$ cat src/hdl/assert_macros.svh
// assertion macros shared by the histogram rtl
`ifndef ASSERT_MACROS_SVH
`define ASSERT_MACROS_SVH

// property holds at every clock edge out of reset
`define ASSERT_ALWAYS(label, prop, msg) \
  label: assert property (@(posedge clk) disable iff (!rst_n) (prop)) else $error(msg);

// same-cycle implication
`define ASSERT_IMPL(label, ante, cons, msg) \
  label: assert property (@(posedge clk) disable iff (!rst_n) (ante) |-> (cons)) else $error(msg);

// next-cycle implication
`define ASSERT_NEXT(label, ante, cons, msg) \
  label: assert property (@(posedge clk) disable iff (!rst_n) (ante) |=> (cons)) else $error(msg);

`endif

$ cat src/hdl/ewh_pkg.sv
// types and constants for the equal-width histogram
package ewh_pkg;

  localparam int SAMPLE_W    = 32;
  localparam int TOTAL_W     = 11;
  localparam int INDEX_W     = 5;
  localparam int BIN_COUNT_W = 6;

  localparam logic [BIN_COUNT_W-1:0] BIN_COUNT_RESET = 6'd10;
  localparam logic [TOTAL_W-1:0]     TOTAL_MAX       = 11'h7FF;

  // input transaction payload
  typedef struct packed {
    logic signed [SAMPLE_W-1:0] sample;
    logic                       last_sample;
  } ewh_in_t;

  // result transaction payload
  typedef struct packed {
    logic [INDEX_W-1:0] bin_index;
    logic [TOTAL_W-1:0] bin_total;
    logic               last_bin;
  } ewh_out_t;

  // sequencer to bin scanner control
  typedef struct packed {
    logic start;
    logic last_bin;
  } ewh_scan_ctl_t;

endpackage

$ cat src/hdl/ewh_div.sv
// iterative restoring divider, one quotient bit per cycle
module ewh_div #(
  parameter int DW = 6
) (
  input  logic                         clk,
  input  logic                         rst_n,
  input  logic                         start,
  input  logic [ewh_pkg::SAMPLE_W-1:0] dividend,
  input  logic [DW-1:0]                divisor,
  output logic                         done,
  output logic [ewh_pkg::SAMPLE_W-1:0] quotient
);

  localparam int SW     = ewh_pkg::SAMPLE_W;
  localparam int STEP_W = $clog2(SW);

  logic              busy_r, busy_nxt;
  logic              done_r, done_nxt;
  logic [STEP_W-1:0] step_r, step_nxt;
  logic [SW-1:0]     dvd_r, dvd_nxt;
  logic [DW-1:0]     rem_r, rem_nxt;
  logic [DW-1:0]     dvs_r, dvs_nxt;
  logic [DW:0]       trial;
  logic [DW:0]       trial_sub;
  logic              fits;

  // trial subtract of the shifted remainder
  assign trial     = {rem_r, dvd_r[SW-1]};
  assign trial_sub = trial - {1'b0, dvs_r};
  assign fits      = trial >= {1'b0, dvs_r};

  always_comb begin
    busy_nxt = busy_r;
    done_nxt = 1'b0;
    step_nxt = step_r;
    dvd_nxt  = dvd_r;
    rem_nxt  = rem_r;
    dvs_nxt  = dvs_r;
    if (start) begin
      busy_nxt = 1'b1;
      step_nxt = '0;
      dvd_nxt  = dividend;
      rem_nxt  = '0;
      dvs_nxt  = divisor;
    end else if (busy_r) begin
      // quotient bits shift in where dividend bits leave
      dvd_nxt  = {dvd_r[SW-2:0], fits};
      rem_nxt  = fits ? trial_sub[DW-1:0] : trial[DW-1:0];
      step_nxt = step_r + STEP_W'(1);
      if (step_r == STEP_W'(SW - 1)) begin
        busy_nxt = 1'b0;
        done_nxt = 1'b1;
      end
    end
  end

  always_ff @(posedge clk) begin
    if (!rst_n) begin
      busy_r <= 1'b0;
      done_r <= 1'b0;
      step_r <= '0;
    end else begin
      busy_r <= busy_nxt;
      done_r <= done_nxt;
      step_r <= step_nxt;
    end
  end

  always_ff @(posedge clk) begin
    dvd_r <= dvd_nxt;
    rem_r <= rem_nxt;
    dvs_r <= dvs_nxt;
  end

  assign done     = done_r;
  assign quotient = dvd_r;

endmodule

$ cat config.mk
export PLATFORM = sky130hd
export DESIGN_NAME = ewh_div
export DESIGN_NICKNAME = d
export VERILOG_FILES = /design/src/hdl/assert_macros.svh /design/src/hdl/ewh_pkg.sv /design/src/hdl/ewh_div.sv
export SDC_FILE = /design/constraint.sdc
export NUM_CORES = 1
export LEC_CHECK = 0
export BUFFER_PORTS_ARGS = -buffer_cell sky130_fd_sc_hd__buf_2
export CORE_ASPECT_RATIO = 2
export CORE_MARGIN = 5
export CORE_UTILIZATION = 30
export DETAILED_ROUTE_END_ITERATION = 10
export PLACE_DENSITY = 0.51
export SYNTH_ARGS = -nofsm -noshare
export SYNTH_HDL_FRONTEND = slang
export SYNTH_SLANG_ARGS = --single-unit
export TNS_END_PERCENT = 30
$ cat constraint.sdc
create_clock -name clk -period 2.55 [get_ports clk]
set_clock_uncertainty 0.05 [all_clocks]
set_input_delay 0 -clock clk [delete_from_list [all_inputs] [get_ports clk]]
set_output_delay 0 -clock clk [all_outputs]
set_load 0.1 [all_outputs]
=== After elaboration in Yosys (flattened, before gate mapping) ===
Cells that the tools add are included.

* Bitwise operators: 2
* Reduce and logical (&&, ||, !) cells: 3
* Multiplexer cells: 7
* Order comparisons: 1
* Equal/unequal tests: 1
* Add/subtract/negate cells: 2

{| class="wikitable"
|+ Operators by type and width
! kind !! count
|-
| two-way mux 32 bit || 2
|-
| >= comparator 7 x 6 -> 1 bit || 1
|-
| two-way mux 6 bit || 1
|-
| subtractor 6 bit || 1
|-
| adder 5 x 1 -> 5 bit, second input constant || 1
|-
| == test 5 bit, second input constant || 1
|-
| two-way mux 1 bit || 4
|-
| OR reduction 3 bit || 1
|-
| inverter 1 bit || 2
|-
| nonzero test 2 bit || 1
|-
| OR reduction 2 bit || 1
|}

* Input bits: 41
* Output and inout bits: 33
* Word-level logic and storage cells: 22
* Flip-flop bits (word level): 51

=== Longest topological paths before layout ===
Gate-level depths: netlist of run 1.

* Word-level depth: 4
* Mapped depth: 8
* Gate-level depth less buffers: 8

=== Least setup slack after synthesis of run 1 ===
No wires, ideal clock.

* Path type: reg2reg
* From: reg dvd_r[31] (netlist: quotient[31])
* To: reg rem_r[1]
* Arrival time: 2551 ps
* Setup slack: -179 ps
* Path buffers: 1
* Clock period less this slack: 2729 ps
* Data required time: 2373 ps
* Library setup time: 127 ps
* Stages on the path, launching flop included: 9
* Cells stage by stage: edfxtp_1 inv_1 ha_1 and2b_2 o21ai_0 a41o_1 buf_6 nor4bb_1 or3_1

* Cells in the longest elaborated chain, start to end: 2
* Elaborated cells on any way between the ends: 3
* Those cells by class: add/sub: 1; order compare: 1; mux: 1

{| class="wikitable"
|+ RTL lines
! item !! line !! source
|-
| start, declared || ewh_div.sv:20 || <nowiki>logic [SW-1:0] dvd_r, dvd_nxt;</nowiki>
|-
| start signal, assigned || ewh_div.sv:70 || <nowiki>dvd_r <= dvd_nxt;</nowiki>
|-
| subtractor 6 bit / >= comparator 7 x 6 -> 1 bit (equally long branches) || ewh_div.sv:29, ewh_div.sv:30 ||
|-
| two-way mux 6 bit (*) || ewh_div.sv:48 || <nowiki>rem_nxt = fits ? trial_sub[DW-1:0] : trial[DW-1:0];</nowiki>
|-
| end signal, assigned || ewh_div.sv:71 || <nowiki>rem_r <= rem_nxt;</nowiki>
|-
| end, declared || ewh_div.sv:21 || <nowiki>logic [DW-1:0] rem_r, rem_nxt;</nowiki>
|}

Mark *: on every way between the ends. The rest lies on a longest branch, timed or not.
A chain may end at the register's enable or synchronous reset.

=== Final worst setup path of run 1 ===
* From: reg dvs_r[4]
* To: reg rem_r[1]

* Cells in the longest elaborated chain, start to end: 2

{| class="wikitable"
|+ RTL lines
! item !! line !! source
|-
| start, declared || ewh_div.sv:22 || <nowiki>logic [DW-1:0] dvs_r, dvs_nxt;</nowiki>
|-
| start signal, assigned || ewh_div.sv:72 || <nowiki>dvs_r <= dvs_nxt;</nowiki>
|-
| >= comparator 7 x 6 -> 1 bit || ewh_div.sv:30 || <nowiki>assign fits = trial >= {1'b0, dvs_r};</nowiki>
|-
| two-way mux 6 bit || ewh_div.sv:48 ||
|}

No other way between the ends.

==> results of run 1 <==
-- worst max-delay path by stage --
stage                             from  endpoint  slack, ns
after global routing          rem_r[3]  rem_r[1]       0.20
after global placement        dvs_r[4]  rem_r[1]       0.34
final                         dvs_r[4]  rem_r[1]       0.32
after CTS                     dvs_r[4]  rem_r[1]       0.30
after floorplan           quotient[31]  rem_r[4]     0.0007
after detailed placement      dvs_r[4]  rem_r[1]       0.31
-- timing repair --
item / in CTS / in global routing
endpoints found under the hold margin: 39 / 0
buffers inserted: 0 / 0
hold buffers: 39 / 0
-- kinds of logic after synthesis --
group	Yosys count	share of synthesized area [%]
flops	51	58.49
mux	39	18.22
simple gates	34	7.102
compound gates	19	5.483
buf+inv	17	2.976
fa+ha+maj	10	5.535
xor+xnor	6	2.193
-- tightest hold or removal path, stage by stage --
cell	delay, ns
buf_2	0.13
buf_4	0.26
a211oi_2	0.05
-- registers in the layout, summed over array words and instances, names as in the netlist --
signal    flops
done          1
step_r        5
quotient     32
busy_r        1
dvs_r         6
rem_r         6
-- power by group --
part / leakage [nW] / switching, mW / total (mW) / internal, mW
combinational: 0.886 / 0.566 / 0.792 / 0.226
clock: 0.0812 / 0.300 / 0.759 / 0.458
sequential: 0.487 / 0.0416 / 1.03 / 0.984
-- routing by layer --
layer  routed length, µm  part of all wire (%)  vias to the layer above
met5                   0                     0                        -
met4                 102                   1.9                        0
met3                 270                   4.9                        6
met2                3101                    56                       44
met1                2022                    37                      804
li1                    -                     -                      869
-- through the flow --
stage	setup WS, ns	power (mW)
4_1_cts	0.3017	2.606
5_1_grt	0.2016	2.691
3_5_place_dp	0.3125	1.796
6_report	0.3188	2.577
2_1_floorplan	0.0007399	1.660
3_3_place_gp	0.3395	1.790
-- final cells by class --
type | instances | area (µm²)
repair buffers | 115 | 778.2
clock inverters | 3 | 38.79
clock buffers | 5 | 125.1
inverters | 9 | 33.78
fillers | 715 | 4452
flip-flops and latches | 51 | 1401
multi-input cells | 108 | 935.9
well taps | 96 | 120.1
-- layout by cell type, fill, tap and decap left out, types with 2 or more instances in the layout --
cell type,instances
dlygate4sd3_1,39
buf_4,3
xnor2_1,2
nor2b_1,2
nand2_1,4
o21a_1,2
a211oi_1,4
o21ai_0,3
xor2_1,4
inv_1,8
buf_2,73
nor3b_1,2
mux2_2,33
clkbuf_16,5
edfxtp_1,38
nor2_1,16
nand2b_1,3
mux2i_1,5
ha_1,8
dfxtp_1,13
a21oi_1,4
==> results.cfg, run 1 <==
[die]
core_um2 = 7885
dieWidth_um = 73.20
ioPinCount = 74
dieHeight_um = 136.4
start_util_pct = 30.39
rows = 46
die_area_um2 = 9983

[setup_path]
crit_slowest_cell = or3_1
start_kind = flip-flop
crit_chain = inv_1 -> ha_1 -> a21o_1 -> a211o_1 -> a41o_1 -> nor4bb_1 -> or3_1
regToRegStartpoint = dvs_r[4]
crit_type = flip-flop to flip-flop
critical_path_buf_inv_count = 1
cp.required_ns = 2.68
crit_cells = 7
crit_family = compound AO/OA/AOI/OAI gates
r2r-end = rem_r[1]
slowest_delay_ns = 0.36
reg2reg_slack_ns = 0.32
end_kind = flip-flop
crit_path_max_fanout = 9
worstPathArrival_ns = 2.36
reg2reg_depth = 7

[drt]
drtPass1Iterations = 7
drt_wl_total_mm = 5.498
postRouteAntennaNets = 0
drcViolationCount = 0
drtIter0Drc = 60
vias_per_cell = 4.452
post_drt_wl_per_cell_um = 14.21
dr_total_vias = 1723

[place]
globalplace.congestion = 0.7701
dpl_cell_area_um2 = 2879
place_inst = 340
hpwl_mm = 4.028
io_buffers = 73

[logic_synthesis]
synth_nets = 227
synthFlopType = edfxtp_1
netlist_top_cells_area = edfxtp_1 (48%), mux2_2 (16%), dfxtp_1 (11%)
synth_largest_area_cell = edfxtp_1
synth_cells = 176
syn-cell-area_um2 = 2396
synth_enable_flop_cells = 38
yosysUniqueCellTypes = 34
synthTopCellsByCount = edfxtp_1 (38), mux2_2 (33), nor2_1 (16)
seq_area_frac_synth_pct = 58.49
async_reset_ff_share_pct = 0
yosysMostFrequentCell = edfxtp_1
synth_top_area_share_pct = 47.62
yosysWarnings = 0
avgSynthCellArea_um2 = 13.61
synth-seq-cells = 51

[cts]
cts.repair.resized = 0
clk_latency_ns = 0.29
cts.sink_count = 51
path_clk_slew_ns = 0.07
htreeDepth = 2
root_buffer = clkbuf_16
numCtsBuffers = 5
cts_tree = yes
clock_path_buffers = 2

[final_layout]
postLayoutCoreUtil_pct = 43.54
design_area_um2 = 3433
finalNetCount = 341
areaGrowthSynthToFinish_pct = 43.29
finalNonFillerCells = 387
drive_gt1_share_pct = 41.92
diodes = 0

[timing]
rsz0062_at_grt = no
setup_viol = 0
relSlewSlack_pct = 49.16
hold_viol_final = 0
period_share_pct = 87.50
tns_ns = 0
slew_violations = 0
whs_ns = 0.1655
tightestPinTransition_ns = 0.7626
fmax_mhz = 448.2
period_minus_slack_ns = 2.231

[power]
cellPowerDensity_nw_per_um2 = 750.5
p_leak_nw = 1.454
vdd_drop_max_v = 0.0005991

[global_route]
overflow = 0
use_met2_pct = 22.38
grtUsageMet1_pct = 12.24
grt_pass1_vias = 1944
antenna_found_initial = 0
grt_max_degree = 33
use_met3_pct = 3.035
grt_pass1_wl_mm = 9.156
busiest_layer = met2
track_usage_pct = 11.98

[hold_path]
whs_endpoint = rem_r[0]
hp-start = start
hold_path_class = input port to flip-flop
whs_path_depth = 3

[job]
cap_violations = 0

[run_status]
status = completed
No activity file was read; power rests on OpenSTA's default activity.
==> run 2, diff against run 1 <==
CORE_UTILIZATION = 43   (was 30)
CTS_CLUSTER_DIAMETER = 50   (was unset)
PLACE_DENSITY = 0.68   (was 0.51)
==> run 2 against run 1 <==
  * Register-to-register slack worse by 0.02 ns
  * Die area down 27%
  * Sequential cell count stayed put
  * Critical path type unchanged
  * Largest power group unchanged
==> results.cfg, run 2 (synthesized netlist as in run 1, its figures left out) <==
[job]
cap_violations = 0

[die]
dieHeight_um = 115.6
rows = 38
start_util_pct = 44.21
ioPinCount = 74
die_area_um2 = 7256
core_um2 = 5420
dieWidth_um = 62.79

[power]
vdd_drop_max_v = 0.0005425
p_leak_nw = 1.412
cellPowerDensity_nw_per_um2 = 682.2

[cts]
cts.sink_count = 51
postCtsSetupBuffers = 0
cts_tree = yes
numCtsBuffers = 5
root_buffer = clkbuf_8
clk_latency_ns = 0.30
path_clk_slew_ns = 0.08
cts.repair.resized = 0
clock_path_buffers = 2
htreeDepth = 2
cts-hold-fix-buffers = 39

[setup_path]
cp.required_ns = 2.69
end_kind = flip-flop
crit_slowest_cell = or3_1
start_kind = flip-flop
crit_path_max_fanout = 9
crit_chain = inv_1 -> ha_1 -> a21o_1 -> a211o_1 -> a41o_1 -> nor4bb_1 -> or3_1
slowest_delay_ns = 0.37
reg2reg_depth = 7
worstPathArrival_ns = 2.39
crit_type = flip-flop to flip-flop

[global_route]
antenna_found_initial = 0
grt_pass1_wl_mm = 9.052
grt_pass1_vias = 1975
overflow = 0
grt_max_degree = 33
track_usage_pct = 16.10

[final_layout]
finalNetCount = 341
final_common_cell = buf_2
num-fill-cells = 454
largest_reg_flops = 32
multiInputGateArea_um2 = 935.9
final_cell_mix = buf_2 (73), dlygate4sd3_1 (39), edfxtp_1 (38)
drive_gt1_share_pct = 41.24
finalNonFillerCells = 351
seq_area_um2 = 1401
diodes = 0
areaGrowthSynthToFinish_pct = 37.91

[place]
place_inst = 304
hpwl_mm = 3.765
globalplace.congestion = 0.7652
io_buffers = 73

[drt]
post_drt_wl_per_cell_um = 15.38
drt_wl_total_mm = 5.400
dr_total_vias = 1780
postRouteAntennaNets = 0
drcViolationCount = 0
drtPass1Iterations = 3
vias_per_cell = 5.071
drtIter0Drc = 20

[timing]
period_share_pct = 88.09
period_minus_slack_ns = 2.246
tightestPinTransition_ns = 0.7377
rsz0062_at_grt = no
setup_viol = 0
relSlewSlack_pct = 50.82
hold_viol_final = 0
fmax_mhz = 445.2
tns_ns = 0
slew_violations = 0

[run_status]
status = completed

[hold_path]
hold_path_class = input port to flip-flop
whs_path_depth = 3
==> run 2: layout make-up <==
type	count	area share [%]
multi-input cells	108	28.32
flip-flops and latches	51	42.41
inverters	9	1.022
repair buffers	115	23.55
clock buffers	8	2.423
well taps	60	2.272
==> run 2: metal layers <==
layer	part of all wire (%)	vias to the layer above	routed length (µm)	GRT usage (%)
met5	0	-	0	0
li1	-	872	-	-
met1	33	837	1795	14.55
met4	4.7	0	253	10.34
met2	57	51	3090	30.40
met3	4.8	20	260	4.656
==> run 2: final timing paths <==
check	startpoint	endpoint	slack [ns]
setup reg to reg	dvs_r[4]	rem_r[1]	0.30
hold / removal	start	rem_r[0]	0.16
hold reg to reg	rem_r[2]	rem_r[2]	0.46
setup / recovery	dvs_r[4]	rem_r[1]	0.30
==> run 2: where the power goes <==
part | switching [mW] | internal, mW
Clock | 0.242 | 0.195
Combinational | 0.567 | 0.226
Sequential | 0.0403 | 0.983
==> run 2: critical path: cells and delay by family (launching register included) <==
kind / cells / cell delay (ns)
compound gates: 3 / 0.81
flops: 1 / 0.33
simple gates: 2 / 0.58
fa+ha+maj: 1 / 0.33
buf+inv: 1 / 0.04
==> run 2: stage by stage <==
stage	setup slack (ns)	util [%]	hold WS (ns)	area (µm²)	power (mW)
after global placement	0.3406	52.29	0.1278	2834	1.787
after detailed placement	0.2974	52.29	0.1296	2834	1.796
after global routing	0.1970	60.96	0.1779	3304	2.370
after CTS	0.2810	60.96	0.1680	3304	2.286
after floorplan	0.0007399	-	0.04887	2409	1.660
final	0.3036	60.96	0.1635	3304	2.254
