## config.mk

```make
export PLATFORM = sky130hd
export DESIGN_NAME = ewh_scan
export DESIGN_NICKNAME = d
export VERILOG_FILES = /design/src/hdl/assert_macros.svh /design/src/hdl/ewh_pkg.sv /design/src/hdl/ewh_scan.sv
export SDC_FILE = /design/constraint.sdc
export NUM_CORES = 1
export LEC_CHECK = 0
export ABC_AREA = 1
export BUFFER_PORTS_ARGS = -buffer_cell sky130_fd_sc_hd__buf_2
export CORE_ASPECT_RATIO = 1.4
export CORE_MARGIN = 2
export CORE_UTILIZATION = 36
export CTS_CLUSTER_DIAMETER = 100
export DETAILED_ROUTE_END_ITERATION = 8
export GPL_TIMING_DRIVEN = 1
export SKIP_CTS_REPAIR_TIMING = 1
export SLEW_MARGIN = 40
export SYNTH_ARGS = -nofsm -noshare
export SYNTH_HDL_FRONTEND = slang
export SYNTH_SLANG_ARGS = --single-unit
```

## constraint.sdc

```tcl
create_clock -name clk -period 2 [get_ports clk]
set_input_delay 0.1 -clock clk [delete_from_list [all_inputs] [get_ports clk]]
set_output_delay 0.1 -clock clk [all_outputs]
set_load 0.05 [all_outputs]
```

## src/hdl/assert_macros.svh

```systemverilog
// assertion macros shared by the histogram rtl
`ifndef ASSERT_MACROS_SVH
`define ASSERT_MACROS_SVH

// property holds at every clock edge out of reset
`define ASSERT_ALWAYS(label, prop, msg) \
  label: assert property (@(posedge clk) disable iff (!rst_n) (prop)) else $error(msg);

// same-cycle implication
`define ASSERT_IMPL(label, ante, cons, msg) \
  label: assert property (@(posedge clk) disable iff (!rst_n) (ante) |-> (cons)) else $error(msg);

// next-cycle implication
`define ASSERT_NEXT(label, ante, cons, msg) \
  label: assert property (@(posedge clk) disable iff (!rst_n) (ante) |=> (cons)) else $error(msg);

`endif

```

## src/hdl/ewh_pkg.sv

```systemverilog
// types and constants for the equal-width histogram
package ewh_pkg;

  localparam int SAMPLE_W    = 32;
  localparam int TOTAL_W     = 11;
  localparam int INDEX_W     = 5;
  localparam int BIN_COUNT_W = 6;

  localparam logic [BIN_COUNT_W-1:0] BIN_COUNT_RESET = 6'd10;
  localparam logic [TOTAL_W-1:0]     TOTAL_MAX       = 11'h7FF;

  // input transaction payload
  typedef struct packed {
    logic signed [SAMPLE_W-1:0] sample;
    logic                       last_sample;
  } ewh_in_t;

  // result transaction payload
  typedef struct packed {
    logic [INDEX_W-1:0] bin_index;
    logic [TOTAL_W-1:0] bin_total;
    logic               last_bin;
  } ewh_out_t;

  // sequencer to bin scanner control
  typedef struct packed {
    logic start;
    logic last_bin;
  } ewh_scan_ctl_t;

endpackage

```

## src/hdl/ewh_scan.sv

```systemverilog
// sweeps the sample store once and counts samples that land in one bin
module ewh_scan #(
  parameter int AW = 10,
  parameter int CW = 11
) (
  input  logic                                clk,
  input  logic                                rst_n,
  input  ewh_pkg::ewh_scan_ctl_t              ctl,
  input  logic [CW-1:0]                       n_samples,
  input  logic signed [ewh_pkg::SAMPLE_W-1:0] lo,
  input  logic signed [ewh_pkg::SAMPLE_W-1:0] hi,
  output logic [AW-1:0]                       rd_addr,
  input  logic signed [ewh_pkg::SAMPLE_W-1:0] rd_data,
  output logic                                done,
  output logic [ewh_pkg::TOTAL_W-1:0]         total
);

  localparam int TW = ewh_pkg::TOTAL_W;

  logic          issue_r, issue_nxt;
  logic          vld_r, vld_nxt;
  logic          tail_r, tail_nxt;
  logic          done_r, done_nxt;
  logic [CW-1:0] addr_r, addr_nxt;
  logic [TW-1:0] cnt_r, cnt_nxt;
  logic          issue_end;
  logic          hit;

  assign issue_end = (addr_r + CW'(1)) == n_samples;

  // bin membership: lower bound always, upper bound except on the last bin
  assign hit = (rd_data >= lo) && (ctl.last_bin || (rd_data < hi));

  always_comb begin
    issue_nxt = issue_r;
    addr_nxt  = addr_r;
    cnt_nxt   = cnt_r;
    vld_nxt   = issue_r;
    tail_nxt  = issue_r && issue_end;
    done_nxt  = vld_r && tail_r;
    // address issue
    if (issue_r) begin
      addr_nxt = addr_r + CW'(1);
      if (issue_end) begin
        issue_nxt = 1'b0;
      end
    end
    // saturating count on returned data
    if (vld_r && hit && (cnt_r != ewh_pkg::TOTAL_MAX)) begin
      cnt_nxt = cnt_r + TW'(1);
    end
    if (ctl.start) begin
      issue_nxt = 1'b1;
      addr_nxt  = '0;
      cnt_nxt   = '0;
    end
  end

  always_ff @(posedge clk) begin
    if (!rst_n) begin
      issue_r <= 1'b0;
      vld_r   <= 1'b0;
      tail_r  <= 1'b0;
      done_r  <= 1'b0;
    end else begin
      issue_r <= issue_nxt;
      vld_r   <= vld_nxt;
      tail_r  <= tail_nxt;
      done_r  <= done_nxt;
    end
  end

  always_ff @(posedge clk) begin
    addr_r <= addr_nxt;
    cnt_r  <= cnt_nxt;
  end

  assign rd_addr = addr_r[AW-1:0];
  assign done    = done_r;
  assign total   = cnt_r;

endmodule

```

== Word level (Yosys, flattened, before mapping) ==
Index checks and enable logic that the tools add are counted.

* Logic and storage cells: 21
* Register bits after elaboration: 26
* Output and inout port bits: 22
* Bits of input ports: 111

* Order comparisons: 2
* Multiplexer cells: 3
* Add/sub/neg operators: 2
* Reduce and logical (&&, ||, !) cells: 6
* Equal/unequal tests: 2

{| class="wikitable"
|+ Operator list
! kind !! count
|-
| 32-bit greater-or-equal comparator || 1
|-
| 32-bit < comparator || 1
|-
| 11-bit by 1-bit adder with 11-bit output, second input constant || 2
|-
| 11-bit == test || 1
|-
| 11-bit inequality test, second input constant || 1
|-
| 1-bit logical AND || 5
|-
| 1-bit 2-to-1 mux || 3
|-
| 1-bit logical OR || 1
|}

== Logic depth before layout (Yosys ltp) ==
Gate-level depths: netlist of run 1.

* Depth in word-level cells: 5
* Depth in mapped cells: 21
* Depth with buffers taken out: 21

== Worst setup path after synthesis of run 1 ==
OpenSTA, ideal clock, no wires.

* Path kind: reg-to-reg
* Start: reg cnt_r[0], in the netlist total[0]
* End: reg cnt_r[5], in the netlist total[5]
* Cell stages (with the launch flop): 15
* Setup slack: -0.095 ns
* Buffers on the path: 0
* Library setup time: 0.110 ns
* Arrival: 1.985 ns
* Path through: dfxtp_1 ha_1 nand2_1 inv_1 nand2_1 nor2_1 nand4_2 nand4_1 inv_2 nand3_1 inv_1 nand3_1 nand2_1 inv_1 nor2_2

* Word-level cells in the longest chain between the ends: 2
* Elaborated cells between the ends (all ways): 3

{| class="wikitable"
|+ RTL lines
! item !! RTL line !! source
|-
| start, declared || ewh_scan.sv:25 || <nowiki>logic [TW-1:0] cnt_r, cnt_nxt;</nowiki>
|-
| start signal, assigned || ewh_scan.sv:75 || <nowiki>cnt_r <= cnt_nxt;</nowiki>
|-
| branches (longest 2 deep; another with 11-bit by 1-bit adder with 11-bit output) || -- ||
|}

Several ways; the timed one is not identified.
A chain may end at the register's enable or synchronous reset.

== Final worst setup path of run 1 ==
* Start: reg addr_r[2]
* End: reg issue_r

* Word-level cells in the longest chain between the ends: 5

{| class="wikitable"
|+ RTL lines
! item !! RTL line !! source
|-
| start, declared || ewh_scan.sv:24 || <nowiki>logic [CW-1:0] addr_r, addr_nxt;</nowiki>
|-
| start signal, assigned || ewh_scan.sv:74 || <nowiki>addr_r <= addr_nxt;</nowiki>
|-
| 11-bit by 1-bit adder with 11-bit output || ewh_scan.sv:29 || <nowiki>assign issue_end = (addr_r + CW'(1)) == n_samples;</nowiki>
|-
| 11-bit == test || ewh_scan.sv:29 ||
|-
| 1-bit 2-to-1 mux || ewh_scan.sv:44 || <nowiki>if (issue_end) begin</nowiki>
|-
| 1-bit 2-to-1 mux || ewh_scan.sv:42 || <nowiki>if (issue_r) begin</nowiki>
|-
| 1-bit 2-to-1 mux || ewh_scan.sv:52 || <nowiki>if (ctl.start) begin</nowiki>
|-
| end signal, assigned || ewh_scan.sv:66 || <nowiki>issue_r <= issue_nxt;</nowiki>
|-
| end, declared || ewh_scan.sv:20 || <nowiki>logic issue_r, issue_nxt;</nowiki>
|}

Every way passes these cells.

==> reports/qor.yml, run 1 <==
outcome: "finished clean"
io_pins: 133
path_class: "reg2reg"
drtIter0Drc: 65
clk_pin_slew_ns: 0.07
worstHoldStart: "ctl[1]"
area_delta_synth_final_pct: 25.7
fmax_mhz: 543
slowest_delay_ns: 0.45
min_to: "total[10]$_SDFFE_PP0P_"
synth_fp_nets: 687
endpoint_kind: "flop"
clk_latency_ns: 0.27
viasPerCell: 4.66
hold_path.class: "in2reg"
dieArea_um2: 10100
setup_viol: 0
leakagePower_nw: 2.55
synthCells: 511
cellPowerDensity_nw_per_um2: 431
r2r_cells: 11
drt-total-wl_mm: 7.97
wl_per_cell_um: 10.7
clock_skew_ns: 0.00513
dpl_cell_area_um2: 4080
grt_max_degree: 20
clock_sinks: 26
nets: 814
slew_violations: 0
cts_tree: "built"
port_buffers: 132
numCtsBuffers: 3
hold_viol_final: 0
yosys_warnings: 0
gp_congestion: 0.836
fin_area_um2: 4200
antenna_cells: 0
dr_total_vias: 3466
p_sw_frac: 0.360
slew_headroom: 0.629
ctsHtreeMaxLevel: 1
die_w_um: 85.4
cp_cell_sequence: "nand3_2 -> nand3b_4 -> nor2_2 -> nand2_1 -> or2_1 -> nand3_1 -> nand2_1 -> nor2_1 -> nand4_2 -> nand2_1 -> nand2_1"
p_int_mw: 1.16
grt_remaining_overflow: 0
fillers: 971
regArea_um2: 528
rows: 41
rsz0062_at_grt: "true"
worst-path-max-fanout: 5
antenna_found_initial: 0
reg2reg_slack_ns: 0.16
synth_seq_cells: 26
p_clk_frac: 0.276
drive_gt1_frac: 0.279
critPathLaunchType: "flop"
ant_nets: 0
cap_violations: 0
whs_ns: 0.0617
multi_input_area_um2: 2270
final_common_cell: "buf_2"
firstDrtPassIters: 4
coreArea_um2: 9030
worstHoldPathCells: 2
grt.total_usage: 0.152
ys_seq_area_frac: 0.156
tightestPinTransition_ns: 0.554
layout_common_cells: "132 x buf_2, 115 x inv_1, 107 x nand2_1"
p_sw_mw: 0.651
die_h_um: 118
grt_pass1_wl_mm: 12.9
grt_pass1_vias: 3170
path_common_cell: "nand2_1"
r2r-end: "issue_r$_SDFF_PN0_"
r2r-start: "addr_r[2]$_SDFFE_PP0P_"
start_util: 0.370
peakVddDrop_mv: 0.427
drcViolationCount: 0
place_hpwl_mm: 7.04
synth_cell_types: 37
min_period_over_period: 0.920
cp_data_required_time_ns: 2.17
pwr-share-comb: 0.398
cp_slowest_cell: "dfxtp_1"
avgSynthCellArea_um2: 6.54
cp_data_arrival_time_ns: 2.01
clockRootBuffer: "clkbuf_16"
layout_min_cycle_time_ns: 1.84
p_seq_frac: 0.326
cts_buffer_depth: 2
syn-cell-area_um2: 3340
==> layout make-up <==
| class | count | share of cell area |
|---|---|---|
| clock buffers | 4 | 0.0212 |
| inverters | 123 | 0.111 |
| multi-input cells | 347 | 0.541 |
| flip-flops and latches | 26 | 0.126 |
| well taps | 107 | 0.0319 |
| repair buffers | 137 | 0.169 |
==> metrics by stage <==
stage          setup WS, ns  power (mW)   TNS, ns  std cells  utilization
2_1_floorplan         0.110        1.09         0        511            -
3_3_place_gp         0.0768        1.31         0        740        0.452
3_5_place_dp         0.0372        1.32         0        740        0.452
4_1_cts              0.0707        1.82         0        744        0.462
5_1_grt            -0.00932        1.95  -0.00932        744        0.465
6_report              0.160        1.81         0        744        0.465
==> per-layer routing <==
metal  share of wire  routed length, um  GRT usage  vias up
met5               0                  0          0        -
met4           0.011                 91     0.0417        0
met3           0.061                483     0.0210        6
met2            0.52               4160      0.295       89
met1            0.41               3230      0.166     1513
li1                -                  -          -     1858
==> logic make-up after synthesis <==
logic type      Yosys count  share of synthesized area
simple gates            208                      0.294
fa+ha+maj                65                      0.244
flops                    26                      0.156
buf+inv                 138                      0.171
xor+xnor                 14                     0.0390
compound gates           60                     0.0967
==> registers in the layout, summed over array words and instances (netlist names) <==
name	flops
addr_r	11
vld_r	1
done	1
tail_r	1
issue_r	1
total	11
==> worst max-delay path: cells and delay by family, from the launching register on <==
family | cells | cell delay, ns
flops | 1 | 0.45
simple gates | 11 | 1.30
==> how the worst max path moves through the flow <==
| stage | startpoint | end | slack [ns] | cells after the start |
|---|---|---|---|---|
| floorplan | total[0]$_SDFFE_PP0P_ | total[5]$_SDFFE_PP0P_ | 0.11 | 14 |
| global placement | rd_data[23] | total[2]$_SDFFE_PP0P_ | 0.08 | 15 |
| detailed placement | lo[23] | total[2]$_SDFFE_PP0P_ | 0.04 | 16 |
| CTS | addr_r[0]$_SDFFE_PP0P_ | issue_r$_SDFF_PN0_ | 0.07 | 11 |
| global route | addr_r[0]$_SDFFE_PP0P_ | issue_r$_SDFF_PN0_ | -0.009 | 11 |
| finish | addr_r[2]$_SDFFE_PP0P_ | issue_r$_SDFF_PN0_ | 0.16 | 11 |
==> power by group through the flow <==
stage / registers, mW / logic, mW / clock network, mW
2_1_floorplan: 0.600 / 0.492 / 0
3_3_place_gp: 0.598 / 0.710 / 0
3_5_place_dp: 0.598 / 0.722 / 0
4_1_cts: 0.587 / 0.726 / 0.512
5_1_grt: 0.596 / 0.822 / 0.527
6_report: 0.589 / 0.721 / 0.500
==> cells in the mapped netlist (all sizes together) <==
| library cell | number | share of area |
|---|---|---|
| nor3 | 5 | 0.011 |
| o2111ai | 1 | 0.0026 |
| nand4 | 17 | 0.036 |
| nor3b | 1 | 0.0037 |
| inv | 121 | 0.14 |
| nor2 | 47 | 0.062 |
| buf | 13 | 0.030 |
| o21a | 2 | 0.0045 |
| dfxtp | 26 | 0.16 |
| xor2 | 9 | 0.026 |
| ha | 65 | 0.24 |
| nand3b | 1 | 0.0060 |
| clkinv | 2 | 0.0022 |
| xnor2 | 5 | 0.013 |
| o211ai | 2 | 0.0045 |
| clkbuf | 2 | 0.0022 |
| a21oi | 38 | 0.058 |
| nand3 | 26 | 0.048 |
| and3 | 1 | 0.0019 |
| nor4 | 1 | 0.0019 |
| nand2 | 108 | 0.12 |
| o21ai | 15 | 0.022 |
| or2 | 1 | 0.0019 |
| a21o | 2 | 0.0045 |
Power figures use the tool's default switching activity.
==> run 2, diff against run 1 <==
Settings changed: CORE_ASPECT_RATIO 1.4 to unset.
==> run 2 against run 1 <==
  * Flip-flop and latch count stayed put
  * Clock-buffer cell count unchanged
  * Via count fell by 3.8%
  * Sequential share of layout area is 0.073 points higher
  * Worst setup slack gained 0.027 ns
  * Utilization is 1.0 points lower
  * Wire length shrank 1.7%
  * Die area shrank 0.11%
  * Clock skew shrank 0.0018 ns
  * Worst hold slack worse by 0.014 ns
  * Clock power fell by 31%
  * Highest routed layer unchanged
==> reports/qor.yml, run 2 (synthesized netlist as in run 1, its figures left out) <==
outcome: "finished clean"
grt_max_degree: 21
clock_sinks: 26
path_common_cell: "nand2_1"
cap_violations: 0
cp_cell_sequence: "ha_1 -> nand3_2 -> nor3_4 -> nand3_1 -> xor2_1 -> xnor2_1 -> nor2_1 -> nand4_2 -> nand2_1 -> nand2_1"
layout_min_cycle_time_ns: 1.81
min_to: "total[10]$_SDFFE_PP0P_"
leakagePower_nw: 2.52
path_class: "reg2reg"
reg2reg_slack_ns: 0.19
place_hpwl_mm: 6.84
slew_headroom: 0.579
numCtsBuffers: 3
rows: 35
firstDrtPassIters: 6
dr_total_vias: 3333
hold_viol_final: 0
grt.total_usage: 0.157
cts_tree: "built"
multi_input_area_um2: 2260
fillers: 984
wl_per_cell_um: 10.5
regArea_um2: 524
min_period_over_period: 0.907
ctsHtreeMaxLevel: 1
clk_pin_slew_ns: 0.09
antenna_found_initial: 0
ant_nets: 0
io_pins: 133
endpoint_kind: "flop"
area_delta_synth_final_pct: 24.1
setup_viol: 0
coreArea_um2: 9110
cts_buffer_depth: 2
start_util: 0.367
whs_ns: 0.0476
final_common_cell: "buf_2"
rsz0062_at_grt: "false"
cp_slowest_cell: "dfxtp_1"
drt-total-wl_mm: 7.83
clock_skew_ns: 0.00330
critPathLaunchType: "flop"
gp_congestion: 0.794
drtIter0Drc: 49
worstHoldPathCells: 2
tightestPinTransition_ns: 0.630
clk_latency_ns: 0.27
fin_setup_tns_ns: 0
cellPowerDensity_nw_per_um2: 395
drcViolationCount: 0
antenna_cells: 0
r2r-start: "addr_r[1]$_SDFFE_PP0P_"
cp_data_arrival_time_ns: 1.99
grt_pass1_wl_mm: 13.2
slew_violations: 0
drive_gt1_frac: 0.275
fin_total_pwr_mw: 1.64
worst-path-max-fanout: 4
worstHoldStart: "ctl[1]"
grt_remaining_overflow: 0
hold_path.class: "in2reg"
port_buffers: 132
cp_data_required_time_ns: 2.18
r2r-end: "issue_r$_SDFF_PN0_"
dieArea_um2: 10100
slowest_delay_ns: 0.41
r2r_cells: 10
grt_pass1_vias: 3209
fmax_mhz: 551
die_h_um: 100
die_w_um: 100
nets: 813
viasPerCell: 4.46
clockRootBuffer: "clkbuf_8"
peakVddDrop_mv: 0.246
layout_common_cells: "132 x buf_2, 115 x inv_1, 107 x nand2_1"
[run 2: changes by cell type in the layout (fill, tap and decap cells not counted), sizes merged]
cell / delta
buf: -1
[run 2: cell type report]
class / count / share of cell area
multi-input combinational: 347 / 0.545
timing repair buffer: 136 / 0.170
tap: 111 / 0.0335
clock buffer: 4 / 0.0133
sequential: 26 / 0.127
inverter: 123 / 0.112
[run 2: through the flow]
stage,util,cells,cell area (um^2),setup WS (ns)
after floorplan,-,511,3340,0.110
after global placement,0.448,743,4080,0.117
after detailed placement,0.448,743,4080,0.0242
after CTS,0.454,747,4130,0.131
after global routing,0.455,747,4140,0.0189
final,0.455,747,4140,0.187
[run 2: per-layer routing]
metal  GRT usage  vias up  share of wire
li1            -     1851              -
met1       0.189     1403           0.47
met2       0.302       75           0.49
met3      0.0223        4          0.044
met4      0.0148        0         0.0032
met5           0        -              0
[run 2: where the power goes]
part	internal (mW)	switching [mW]	leakage, nW
clock network	0.176	0.169	0.0288
logic	0.296	0.407	2.28
registers	0.548	0.0437	0.214
[run 2: worst max-delay path by stage]
stage	startpoint	to	slack, ns
after floorplan	total[0]$_SDFFE_PP0P_	total[5]$_SDFFE_PP0P_	0.11
after global placement	rd_data[31]	total[2]$_SDFFE_PP0P_	0.12
after detailed placement	rd_data[31]	total[2]$_SDFFE_PP0P_	0.02
after CTS	addr_r[0]$_SDFFE_PP0P_	issue_r$_SDFF_PN0_	0.13
after global routing	total[0]$_SDFFE_PP0P_	total[9]$_SDFFE_PP0P_	0.02
final	addr_r[1]$_SDFFE_PP0P_	issue_r$_SDFF_PN0_	0.19
[run 2: worst max-delay path, delay by kind of cell, from the launching register on]
kind	cells	cell delay, ns
AND/OR/NAND/NOR	7	0.79
adder cells (fa/ha/maj)	1	0.22
flip-flops	1	0.41
XOR/XNOR	2	0.30
==> run 3, diff against run 2 <==
Settings changed: CELL_PAD_IN_SITES_DETAIL_PLACEMENT set to 0, CELL_PAD_IN_SITES_GLOBAL_PLACEMENT set to 1, CORE_UTILIZATION 36 to 34, PLACE_DENSITY_LB_ADDON set to 0.1.
==> run 3 against run 2 <==
  * Clock skew rose by 0.00072 ns
  * Utilization shrank 2.2 points
  * Largest cell class unchanged
  * Flip-flop and latch count is the same
  * Register-to-register slack worse by 0.05 ns
  * Worst hold slack worse by 0.0030 ns
==> reports/qor.yml, run 3 (synthesized netlist as in run 1, its figures left out) <==
slew_violations: 0
grt.total_usage: 0.152
drt-total-wl_mm: 7.93
cp_data_required_time_ns: 2.18
rsz0062_at_grt: "false"
grt_max_degree: 21
die_w_um: 103
ant_nets: 0
ctsHtreeMaxLevel: 1
peakVddDrop_mv: 0.277
firstDrtPassIters: 6
drive_gt1_frac: 0.277
cts_buffer_depth: 2
clock_skew_ns: 0.00402
worst-path-max-fanout: 4
hold_path.class: "in2reg"
min_period_over_period: 0.931
hold_viol_final: 0
critPathLaunchType: "flop"
coreArea_um2: 9640
cellPowerDensity_nw_per_um2: 396
grt_pass1_vias: 3221
final_common_cell: "buf_2"
viasPerCell: 4.39
dieArea_um2: 10600
outcome: "finished clean"
cp_data_arrival_time_ns: 2.04
die_h_um: 103
cap_violations: 0
area_delta_synth_final_pct: 25.0
drcViolationCount: 0
gp_congestion: 0.764
clk_pin_slew_ns: 0.09
place_hpwl_mm: 6.96
dpl_cell_area_um2: 4100
path_class: "reg2reg"
drtIter0Drc: 43
clockRootBuffer: "clkbuf_8"
endpoint_kind: "flop"
clock_sinks: 26
slew_headroom: 0.537
numCtsBuffers: 3
rows: 36
io_pins: 133
cts_tree: "built"
start_util: 0.346
grt_remaining_overflow: 0
layout_common_cells: "132 x buf_2, 115 x inv_1, 107 x nand2_1"
clk_latency_ns: 0.28
setup_viol: 0
postLayoutCoreUtil: 0.433
wl_per_cell_um: 10.3
tightestPinTransition_ns: 0.693
port_buffers: 132
fmax_mhz: 537
antenna_found_initial: 0
fin_area_um2: 4180
layout_min_cycle_time_ns: 1.86
grt_pass1_wl_mm: 13.3
antenna_cells: 0
dr_total_vias: 3372
leakagePower_nw: 2.51
nets: 812
whs_ns: 0.0446
## run 3: where the power goes
group / switching (mW) / internal [mW]
clock network: 0.176 / 0.176
registers: 0.0428 / 0.547
logic: 0.412 / 0.297
## run 3: layout make-up
type	instances	area [um^2]
clock buffers	4	55.1
multi-input cells	347	2270
well taps	133	166
repair buffers	135	696
flip-flops and latches	26	524
fillers	1115	5460
inverters	123	464
## run 3: routing by layer
| metal | GRT usage | wire length, um | up-vias |
|---|---|---|---|
| li1 | - | - | 1853 |
| met4 | 0.0213 | 53 | 0 |
| met1 | 0.199 | 3930 | 1419 |
| met5 | 0 | 0 | - |
| met2 | 0.265 | 3480 | 94 |
| met3 | 0.0278 | 460 | 6 |
## run 3: final timing paths
| check | to | slack [ns] | cells past startpoint | start |
|---|---|---|---|---|
| worst max-delay path | issue_r$_SDFF_PN0_ | 0.14 | 10 | addr_r[1]$_SDFFE_PP0P_ |
| worst min-delay path | issue_r$_SDFF_PN0_ | 0.04 | 3 | rst_n |
| worst max register to register | issue_r$_SDFF_PN0_ | 0.14 | 10 | addr_r[1]$_SDFFE_PP0P_ |
| worst min register to register | done$_SDFF_PN0_ | 0.46 | 1 | tail_r$_SDFF_PN0_ |
## run 3: worst max-delay path, cell delays in order (launching register included)
cell	delay, ns
dfxtp_2	0.38
ha_2	0.21
nand3_2	0.12
nor3_4	0.21
nand3_1	0.16
xor2_2	0.19
xnor2_1	0.13
nor2_1	0.13
nand4_2	0.13
nand2_1	0.07
nand2_1	0.04
## run 3: per-stage QoR
stage	worst slack [ns]	power (mW)	TNS, ns	instances
3_5_place_dp	-0.0188	1.31	-0.0237	764
4_1_cts	0.0754	1.68	0	768
5_1_grt	0.0195	1.81	0	768
6_report	0.139	1.65	0	768
3_3_place_gp	0.0608	1.30	0	764
2_1_floorplan	0.110	1.09	0	511
